<file path="src/rtl/amd_pkg.sv">
// Shared types and constants for the aggregate message deframer.
`timescale 1ns / 1ps

package amd_pkg;

    // Header layout: byte 0 type, 1..3 size, 4..6 timestamp, 7 extended, 8..10 stream id
    localparam int unsigned HDR_LAST_IDX = 10;
    localparam int unsigned SIZE_LAST_IDX = 3;
    localparam int unsigned TS_LAST_IDX = 6;
    localparam int unsigned EXT_TS_IDX = 7;
    localparam int unsigned BACKPTR_LAST_IDX = 3;

    localparam logic [7:0] TYPE_AUDIO = 8'd8;
    localparam logic [7:0] TYPE_VIDEO = 8'd9;

    // Result queue
    localparam int unsigned FIFO_DEPTH = 4;
    localparam int unsigned FIFO_AW = $clog2(FIFO_DEPTH);
    localparam int unsigned FIFO_CW = $clog2(FIFO_DEPTH + 1);

    typedef enum logic [1:0] {
        PH_HEADER  = 2'd0,
        PH_PAYLOAD = 2'd1,
        PH_BACKPTR = 2'd2
    } phase_t;

    typedef enum logic [1:0] {
        KIND_HEADER  = 2'd0,
        KIND_PAYLOAD = 2'd1,
        KIND_ERROR   = 2'd2
    } kind_t;

    typedef enum logic [1:0] {
        ERR_NONE    = 2'd0,
        ERR_HEADER  = 2'd1,
        ERR_PAYLOAD = 2'd2,
        ERR_BACKPTR = 2'd3
    } err_t;

    typedef struct packed {
        kind_t       kind;
        logic [7:0]  msg_type;
        logic [23:0] payload_len;
        logic [30:0] raw_timestamp;
        logic [31:0] rebased_timestamp;
        logic [23:0] sub_stream_id;
        logic [7:0]  payload_byte;
        logic        last_of_sub;
        err_t        error_code;
    } result_t;

    // Write request into the result queue: up to two results per input transaction
    typedef struct packed {
        logic first;
        logic second;
    } push_t;

endpackage

</file>
<file path="src/rtl/amd_rfifo.sv">
// Small result queue: takes up to two results per cycle, hands out one.
`timescale 1ns / 1ps

module amd_rfifo
(
    input  logic             clk,
    input  logic             rst_n,
    input  amd_pkg::push_t   push,
    input  amd_pkg::result_t wr_first,
    input  amd_pkg::result_t wr_second,
    input  logic             pop,
    output amd_pkg::result_t head,
    output logic             not_empty,
    output logic             has_room
);
    import amd_pkg::*;

    result_t              mem [FIFO_DEPTH];
    logic [FIFO_AW-1:0]   wr_ptr_reg;
    logic [FIFO_AW-1:0]   wr_ptr_next;
    logic [FIFO_AW-1:0]   rd_ptr_reg;
    logic [FIFO_AW-1:0]   rd_ptr_next;
    logic [FIFO_CW-1:0]   count_reg;
    logic [FIFO_CW-1:0]   count_next;
    logic [FIFO_AW-1:0]   wr_ptr_plus1;
    logic [FIFO_CW-1:0]   push_n;

    assign wr_ptr_plus1 = FIFO_AW'(wr_ptr_reg + 1'b1);
    assign push_n = FIFO_CW'({1'b0, push.first}) + FIFO_CW'({1'b0, push.second});

    assign head = mem[rd_ptr_reg];
    assign not_empty = (count_reg != '0);
    assign has_room = (count_reg <= FIFO_CW'(FIFO_DEPTH - 2));

    always_comb
    begin
        wr_ptr_next = wr_ptr_reg;
        rd_ptr_next = rd_ptr_reg;
        if (push.first)
        begin
            wr_ptr_next = push.second ? FIFO_AW'(wr_ptr_reg + 2'd2) : wr_ptr_plus1;
        end
        if (pop)
        begin
            rd_ptr_next = FIFO_AW'(rd_ptr_reg + 1'b1);
        end
        count_next = FIFO_CW'(count_reg + push_n - FIFO_CW'({1'b0, pop}));
    end

    always_ff @(posedge clk)
    begin
        if (push.first)
        begin
            mem[wr_ptr_reg] <= wr_first;
        end
        if (push.second)
        begin
            mem[wr_ptr_plus1] <= wr_second;
        end
    end

    always_ff @(posedge clk or negedge rst_n)
    begin
        if (!rst_n)
        begin
            wr_ptr_reg <= '0;
            rd_ptr_reg <= '0;
            count_reg  <= '0;
        end
        else
        begin
            wr_ptr_reg <= wr_ptr_next;
            rd_ptr_reg <= rd_ptr_next;
            count_reg  <= count_next;
        end
    end

`ifndef ASSERT_OFF
    a_count_bound: assert property (@(posedge clk) disable iff (!rst_n)
        count_reg <= FIFO_CW'(FIFO_DEPTH))
        else $error("result queue count beyond depth");

    a_push_has_room: assert property (@(posedge clk) disable iff (!rst_n)
        push.first |-> has_room)
        else $error("result written without room for two");

    a_second_needs_first: assert property (@(posedge clk) disable iff (!rst_n)
        push.second |-> push.first)
        else $error("second result written alone");

    a_pop_not_empty: assert property (@(posedge clk) disable iff (!rst_n)
        pop |-> not_empty)
        else $error("result taken from empty queue");
`endif

endmodule

</file>
<file path="src/rtl/aggregate_message_deframer_core.sv">
// Aggregate message deframer: top level, byte parser and result queue.
`timescale 1ns / 1ps

// Splits the payload of an aggregate message, presented one byte per input
// transaction, into sub-messages (11-byte header, payload, 4-byte back pointer,
// which is skipped). Audio (type 8) and video (type 9) sub-messages produce a
// header result followed by one result per payload byte; other types are
// swallowed. Timestamps are masked to 31 bits and rebased as
// parent + (timestamp - first timestamp of the message), modulo 2^32. An end
// mark inside a header, payload or back pointer adds an error result, and bytes
// after an end mark are dropped until the next start mark. Rate: one byte per
// clock while the result queue has room. Each byte is parsed in the cycle it
// is accepted and its results are written to a four-entry result queue; the
// master side is driven from the registered head of that queue. A byte makes
// at most two results (two only on an end mark with an error); s_axis_tready
// is held low whenever the queue has fewer than two free entries, so the rate
// is set by the master side draining one result per cycle.
module aggregate_message_deframer_core
(
    input  logic         clk,
    input  logic         rst_n,

    input  logic         s_axis_tvalid,
    output logic         s_axis_tready,
    input  logic [39:0]  s_axis_tdata,   // [7:0] data_byte, [39:8] parent_timestamp
    input  logic         s_axis_tuser,   // [0] msg_start
    input  logic         s_axis_tlast,   // msg_end

    output logic         m_axis_tvalid,
    input  logic         m_axis_tready,
    output logic [135:0] m_axis_tdata,   // [7:0] sub-message type, [31:8] payload size,
                                         // [62:32] raw_timestamp,
                                         // [94:63] rebased_timestamp,
                                         // [118:95] sub_stream_id,
                                         // [126:119] payload_byte,
                                         // [128:127] error_code, [135:129] zero
    output logic [1:0]   m_axis_tuser,   // [1:0] kind
    output logic         m_axis_tlast    // last_of_sub
);
    import amd_pkg::*;

    // Parser state
    phase_t      phase_reg, phase_next;
    logic [3:0]  cnt_reg, cnt_next;          // byte index in header / back pointer
    logic [23:0] rem_reg, rem_next;          // payload bytes still to come
    logic [7:0]  type_reg, type_next;
    logic [23:0] size_reg, size_next;
    logic [30:0] ts_reg, ts_next;
    logic [23:0] stream_reg, stream_next;
    logic [30:0] base_reg, base_next;        // first timestamp in this message
    logic        base_taken_reg, base_taken_next;
    logic [31:0] parent_reg, parent_next;
    logic        fwd_reg, fwd_next;          // current sub-message is audio/video
    logic        drop_reg, drop_next;        // between end mark and next start mark

    logic        accept;
    logic [7:0]  in_byte;
    logic [31:0] in_parent;
    logic [3:0]  hdr_idx;
    logic [31:0] rebased;

    logic        emit_main;
    logic        emit_err;
    kind_t       main_kind;
    logic        main_last;
    logic [7:0]  main_byte;
    err_t        err_code;
    result_t     main_res;
    result_t     err_res;

    push_t       push;
    result_t     head;
    logic        q_not_empty;
    logic        q_has_room;

    assign in_byte   = s_axis_tdata[7:0];
    assign in_parent = s_axis_tdata[39:8];
    assign accept    = s_axis_tvalid & s_axis_tready;
    assign s_axis_tready = q_has_room;

    // Timestamp, base and parent never change on a byte that emits a header or
    // payload result, so the registered values are the ones to report.
    assign rebased = parent_reg + {1'b0, ts_reg} - {1'b0, base_reg};

    //--------------------------------------------------------------------
    // Byte parser
    //--------------------------------------------------------------------
    always_comb
    begin
        phase_next      = phase_reg;
        cnt_next        = cnt_reg;
        rem_next        = rem_reg;
        type_next       = type_reg;
        size_next       = size_reg;
        ts_next         = ts_reg;
        stream_next     = stream_reg;
        base_next       = base_reg;
        base_taken_next = base_taken_reg;
        parent_next     = parent_reg;
        fwd_next        = fwd_reg;
        drop_next       = drop_reg;
        hdr_idx         = cnt_reg;
        emit_main       = 1'b0;
        emit_err        = 1'b0;
        main_kind       = KIND_HEADER;
        main_last       = 1'b0;
        main_byte       = '0;
        err_code        = ERR_NONE;

        if (accept)
        begin
            // Start mark: restart at a header, new parent time, new base
            if (s_axis_tuser)
            begin
                phase_next      = PH_HEADER;
                cnt_next        = '0;
                rem_next        = '0;
                base_taken_next = 1'b0;
                parent_next     = in_parent;
                fwd_next        = 1'b0;
                drop_next       = 1'b0;
            end

            if (!drop_next)
            begin
                unique case (phase_next)
                    PH_HEADER:
                    begin
                        hdr_idx = cnt_next;
                        priority if (hdr_idx == 4'd0)
                        begin
                            type_next   = in_byte;
                            size_next   = '0;
                            ts_next     = '0;
                            stream_next = '0;
                        end
                        else if (hdr_idx <= 4'(SIZE_LAST_IDX))
                        begin
                            size_next = {size_next[15:0], in_byte};
                        end
                        else if (hdr_idx <= 4'(TS_LAST_IDX))
                        begin
                            ts_next = {7'd0, ts_next[15:0], in_byte};
                        end
                        else if (hdr_idx == 4'(EXT_TS_IDX))
                        begin
                            // only the low 7 bits of the extended byte survive the mask
                            ts_next = {in_byte[6:0], ts_next[23:0]};
                            if (!base_taken_next)
                            begin
                                base_next       = {in_byte[6:0], ts_next[23:0]};
                                base_taken_next = 1'b1;
                            end
                        end
                        else
                        begin
                            stream_next = {stream_next[15:0], in_byte};
                        end

                        if (hdr_idx == 4'(HDR_LAST_IDX))
                        begin
                            fwd_next  = (type_next == TYPE_AUDIO) || (type_next == TYPE_VIDEO);
                            emit_main = fwd_next;
                            main_kind = KIND_HEADER;
                            main_last = (size_next == '0);
                            cnt_next  = '0;
                            if (size_next != '0)
                            begin
                                rem_next   = size_next;
                                phase_next = PH_PAYLOAD;
                            end
                            else
                            begin
                                phase_next = PH_BACKPTR;
                            end
                        end
                        else
                        begin
                            cnt_next = 4'(hdr_idx + 1'b1);
                        end
                    end

                    PH_PAYLOAD:
                    begin
                        emit_main = fwd_next;
                        main_kind = KIND_PAYLOAD;
                        main_last = (rem_next == 24'd1);
                        main_byte = in_byte;
                        rem_next  = 24'(rem_next - 1'b1);
                        if (rem_next == '0)
                        begin
                            phase_next = PH_BACKPTR;
                            cnt_next   = '0;
                        end
                    end

                    PH_BACKPTR:
                    begin
                        // back pointer is skipped, not checked
                        if (cnt_next == 4'(BACKPTR_LAST_IDX))
                        begin
                            phase_next = PH_HEADER;
                            cnt_next   = '0;
                        end
                        else
                        begin
                            cnt_next = 4'(cnt_next + 1'b1);
                        end
                    end

                    default:
                    begin
                        phase_next = PH_HEADER;
                        cnt_next   = '0;
                    end
                endcase

                // End mark: report anything left unfinished, then drop until next start
                if (s_axis_tlast)
                begin
                    unique case (phase_next)
                        PH_HEADER:  err_code = (cnt_next != '0) ? ERR_HEADER : ERR_NONE;
                        PH_PAYLOAD: err_code = ERR_PAYLOAD;
                        default:    err_code = ERR_BACKPTR;
                    endcase
                    emit_err        = (err_code != ERR_NONE);
                    phase_next      = PH_HEADER;
                    cnt_next        = '0;
                    rem_next        = '0;
                    fwd_next        = 1'b0;
                    base_taken_next = 1'b0;
                    drop_next       = 1'b1;
                end
            end
        end
    end

    // Header or payload result with the header fields of the current sub-message, and the error result
    always_comb
    begin
        main_res.kind              = main_kind;
        main_res.msg_type          = type_next;
        main_res.payload_len       = size_next;
        main_res.raw_timestamp     = ts_reg;
        main_res.rebased_timestamp = rebased;
        main_res.sub_stream_id     = stream_next;
        main_res.payload_byte      = main_byte;
        main_res.last_of_sub       = main_last;
        main_res.error_code        = ERR_NONE;

        err_res                    = '0;
        err_res.kind               = KIND_ERROR;
        err_res.error_code         = err_code;
    end

    assign push.first  = emit_main | emit_err;
    assign push.second = emit_main & emit_err;

    always_ff @(posedge clk or negedge rst_n)
    begin
        if (!rst_n)
        begin
            phase_reg      <= PH_HEADER;
            cnt_reg        <= '0;
            rem_reg        <= '0;
            type_reg       <= '0;
            size_reg       <= '0;
            ts_reg         <= '0;
            stream_reg     <= '0;
            base_reg       <= '0;
            base_taken_reg <= 1'b0;
            parent_reg     <= '0;
            fwd_reg        <= 1'b0;
            drop_reg       <= 1'b0;
        end
        else
        begin
            phase_reg      <= phase_next;
            cnt_reg        <= cnt_next;
            rem_reg        <= rem_next;
            type_reg       <= type_next;
            size_reg       <= size_next;
            ts_reg         <= ts_next;
            stream_reg     <= stream_next;
            base_reg       <= base_next;
            base_taken_reg <= base_taken_next;
            parent_reg     <= parent_next;
            fwd_reg        <= fwd_next;
            drop_reg       <= drop_next;
        end
    end

    //--------------------------------------------------------------------
    // Result queue and master side
    //--------------------------------------------------------------------
    amd_rfifo u_rfifo
    (
        .clk       (clk),
        .rst_n     (rst_n),
        .push      (push),
        .wr_first  (emit_main ? main_res : err_res),
        .wr_second (err_res),
        .pop       (m_axis_tvalid & m_axis_tready),
        .head      (head),
        .not_empty (q_not_empty),
        .has_room  (q_has_room)
    );

    assign m_axis_tvalid = q_not_empty;
    assign m_axis_tuser  = head.kind;
    assign m_axis_tlast  = head.last_of_sub;
    assign m_axis_tdata  = {7'd0, head.error_code, head.payload_byte, head.sub_stream_id,
                            head.rebased_timestamp, head.raw_timestamp,
                            head.payload_len, head.msg_type};

`ifndef ASSERT_OFF
    a_payload_nonzero: assert property (@(posedge clk) disable iff (!rst_n)
        (phase_reg == PH_PAYLOAD) |-> (rem_reg != '0))
        else $error("payload phase with nothing remaining");

    a_hdr_idx_bound: assert property (@(posedge clk) disable iff (!rst_n)
        (phase_reg == PH_HEADER) |-> (cnt_reg <= 4'(HDR_LAST_IDX)))
        else $error("header byte index out of range");

    a_bp_idx_bound: assert property (@(posedge clk) disable iff (!rst_n)
        (phase_reg == PH_BACKPTR) |-> (cnt_reg <= 4'(BACKPTR_LAST_IDX)))
        else $error("back pointer byte index out of range");

    a_drop_idle: assert property (@(posedge clk) disable iff (!rst_n)
        drop_reg |-> (phase_reg == PH_HEADER) && (cnt_reg == '0) && !fwd_reg)
        else $error("parser not idle while dropping");
`endif

endmodule
</file>
<file path="config.mk">
export PLATFORM = sky130hd
export DESIGN_NAME = aggregate_message_deframer_core
export DESIGN_NICKNAME = d
export VERILOG_FILES = /design/src/rtl/amd_pkg.sv /design/src/rtl/amd_rfifo.sv /design/src/rtl/aggregate_message_deframer_core.sv
export SDC_FILE = /design/constraint.sdc
export NUM_CORES = 1
export LEC_CHECK = 0
export BUFFER_PORTS_ARGS = -buffer_cell sky130_fd_sc_hd__buf_4
export CORE_UTILIZATION = 65
export DETAILED_ROUTE_END_ITERATION = 16
export GPL_TIMING_DRIVEN = 1
export PLACE_DENSITY = 0.85
export SLEW_MARGIN = 10
export SYNTH_ARGS = -nofsm -noshare
export SYNTH_HDL_FRONTEND = slang
export SYNTH_SLANG_ARGS = --single-unit
</file>
<file path="constraint.sdc">
create_clock -name clk -period 7.9 [get_ports clk]
set_clock_uncertainty 0.05 [all_clocks]
set_input_delay 1.975 -clock clk [delete_from_list [all_inputs] [get_ports clk]]
set_output_delay 1.975 -clock clk [all_outputs]
set_load 0.01 [all_outputs]
</file>
==> metrics.yaml <==
cts:
  cts_sinks: 718
  clock_path_buffers: 3
  cts_setup_buffers: 0
  cts_tree: "built"
  clock_latency_ps: 630
  clk_pin_slew_ps: 60
  cts_max_level: 3
  hold_buffers: 0
  cts_made_buffers: 72
  cts_resized: 0
  cts-root-buf: "clkbuf_16"
sta:
  drv_slew: 0
  rsz0062_at_grt: "false"
  tns_ps: 0
  finalCritPeriodShare_pct: 83.3
  fmax_mhz: 152
  worstMarginPinSlew_ps: 1140
  finalSetupViolCount: 0
  min_period_ps: 6580
  hold_viol_final: 0
  timing.slew.headroom_pct: 24.3
  worst_slack_ps: 1320
synthesis:
  post-synth-top-count-cell: "nand2_1"
  synth_cell_type_count: 88
  ys_warn_count: 0
  synth_common_cells: "529 x nand2_1, 520 x dfxtp_1, 404 x o21ai_0"
  synth_edf_count: 8
  synth.cell_area_sq_mm: 0.0318
  synth.avg_cell_area_sq_um: 10.0
  yosys_register_bits: 718
  ys_seq_area_share_pct: 48.5
  synth_top_area_share_pct: 32.8
  synth_top_flop_cell: "dfxtp_1"
  postSynth.asyncResetShare_pct: 26.5
  synth_top_area_cell: "dfxtp_1"
  synth_cells: 3166
  synth.area.top_cells: "dfxtp_1 33%, dfrtp_1 15%, mux4_2 9.4%"
grt:
  grt_max_degree: 110
  grt.overflow.total: 0
  antenna_found_initial: 0
  grt_usage_pct: 37.7
  grt_pass1_vias: 26300
  grt_pass1_wl_microns: 147000
drt:
  drc: 0
  wirelength_microns: 93500
  drt_pass1_iterations: 5
  avgRoutedWirePerCell_microns: 23.8
  drtIter0Drc: 3055
  num_vias: 26200
  ant_nets: 0
  post_drt_via_cell_ratio: 6.69
pwr:
  peakVddDrop_mv: 0.304
  p_leak_nw: 14.8
  combinationalPowerShare_pct: 37.8
  pwr-share-clk_pct: 27.8
  p_seq_share_pct: 34.4
  intPower_mw: 7.67
  powerDensity_mw_per_mm2: 352
  switchingPower_mw: 4.99
  switching_share_pct: 39.4
critical_path:
  crit_type: "input port to flip-flop"
  arrival_ps: 7060
  crit_required_ps: 8380
  cp_max_fo: 40
  cp-end-kind: "flip-flop"
  worstSetupStartpointType: "input port"
finish:
  utilization_pct: 74.9
  fillCellCount: 3080
  diodes: 0
  area_growth_pct: 13.1
  nNetsFinal: 3376
  final_area_sq_mm: 0.0359
  drive_above_1_share_pct: 17.9
  largest_reg_flops: 528
die:
  die_area_sq_mm: 0.0498
  fp.dieW_microns: 223
  die_h_microns: 223
  io_pins: 187
  start_util_pct: 66.2
  core_area_sq_mm: 0.0479
  rows: 80
run_status:
  status: "finished, final reports clean"
placed_design:
  pre_cts_ws_ps: 1000
  place_congestion: 0.956
  post-dp-hpwl_microns: 60100
  portBuffers: 179
  placed_area_sq_mm: 0.0335
job:
  max_cap_violations: 0
hold_path:
  hold_class: "flip-flop to flip-flop"
[routing by layer]
| layer | GRT usage [%] | share of wire [%] | vias to the layer above |
|---|---|---|---|
| met5 | 0 | 0 | - |
| met4 | 19.2 | 4.9 | 0 |
| met3 | 7.52 | 9.3 | 302 |
| met2 | 61.7 | 49 | 1591 |
| met1 | 47.7 | 37 | 13000 |
| li1 | - | - | 11400 |
[kinds of logic after synthesis]
logic type | synth area share, %
compound gates | 17.6
other cells | 0.0118
fa+ha+maj | 3.91
flops | 48.5
mux | 12.8
simple gates | 11.3
buf+inv | 4.95
xor+xnor | 0.938
[final timing paths]
kind	slack [ps]	depth (start not counted)	to	startpoint
max in group asynchronous	5110	2	ts_reg[6]	rst_n
worst min-delay path	400	2	u_rfifo.mem[2][115]	u_rfifo.mem[2][115]
worst max-delay path	1320	15	u_rfifo.mem[0][10]	s_axis_tuser
min in group asynchronous	1390	1	type_reg[0]	rst_n
worst max register to register	2170	14	u_rfifo.mem[0][10]	phase_reg[1]
worst min register to register	400	2	u_rfifo.mem[2][115]	u_rfifo.mem[2][115]
[layout make-up]
class | count | area [sq um] | share of cell area (%)
Tap cell | 615 | 769 | 2.14
Clock inverter | 33 | 359 | 0.999
Clock buffer | 101 | 2100 | 5.83
Timing Repair Buffer | 228 | 1740 | 4.85
Sequential cell | 718 | 15400 | 42.9
Inverter | 174 | 653 | 1.82
Multi-Input combinational cell | 2056 | 14900 | 41.5
[power by group through the flow]
stage / logic [mW] / registers (mW) / clock network (mW)
2_1_floorplan: 3.44 / 4.14 / 0
3_3_place_gp: 4.49 / 4.40 / 0
3_5_place_dp: 4.62 / 4.41 / 0
4_1_cts: 4.67 / 4.34 / 3.53
5_1_grt: 5.12 / 4.39 / 3.67
6_report: 4.78 / 4.36 / 3.52
[worst max-delay path: stages]
cell       delay, ps
buf_4            380
inv_1            270
nand2_1          180
ha_1             530
inv_1            400
o2111ai_1        320
a21oi_1          120
o21a_1           240
buf_4            240
ha_1             220
buf_4            200
a21oi_1          470
nand2_2          710
buf_4            490
o21ai_0          250
[stage by stage]
step           cells  power (mW)  hold WS (ps)
2_1_floorplan   3172        7.57           370
3_3_place_gp    3791        8.89           377
3_5_place_dp    3791        9.04           386
4_1_cts         3925        12.5           401
5_1_grt         3925        13.2           419
6_report        3925        12.7           401
[layout by cell type, fill, tap and decap left out, types with 6 or more instances in the layout]
cell type	count
xnor2_1	20
a211oi_1	20
conb_1	7
mux4_2	132
o2111ai_1	7
nand2b_1	13
a31oi_1	16
a22oi_1	8
and3_1	24
a21o_1	15
nor3b_1	17
dfrtp_1	188
nand3_1	14
clkbuf_16	76
o21a_1	6
or3_1	9
mux2i_1	37
nand2_1	525
nor2_2	8
nor2_1	99
ha_1	48
o22ai_1	10
o211ai_1	7
buf_4	225
nor3_1	26
xor2_1	14
clkinv_2	16
edfxtp_1	8
fa_1	32
mux2_2	64
a22o_1	185
clkbuf_8	11
dfxtp_1	520
nor2b_1	21
nor4_1	12
a21oi_1	137
inv_1	172
o21ai_0	404
nand4_1	12
clkbuf_1	15
(Power assumes the default switching activity.)
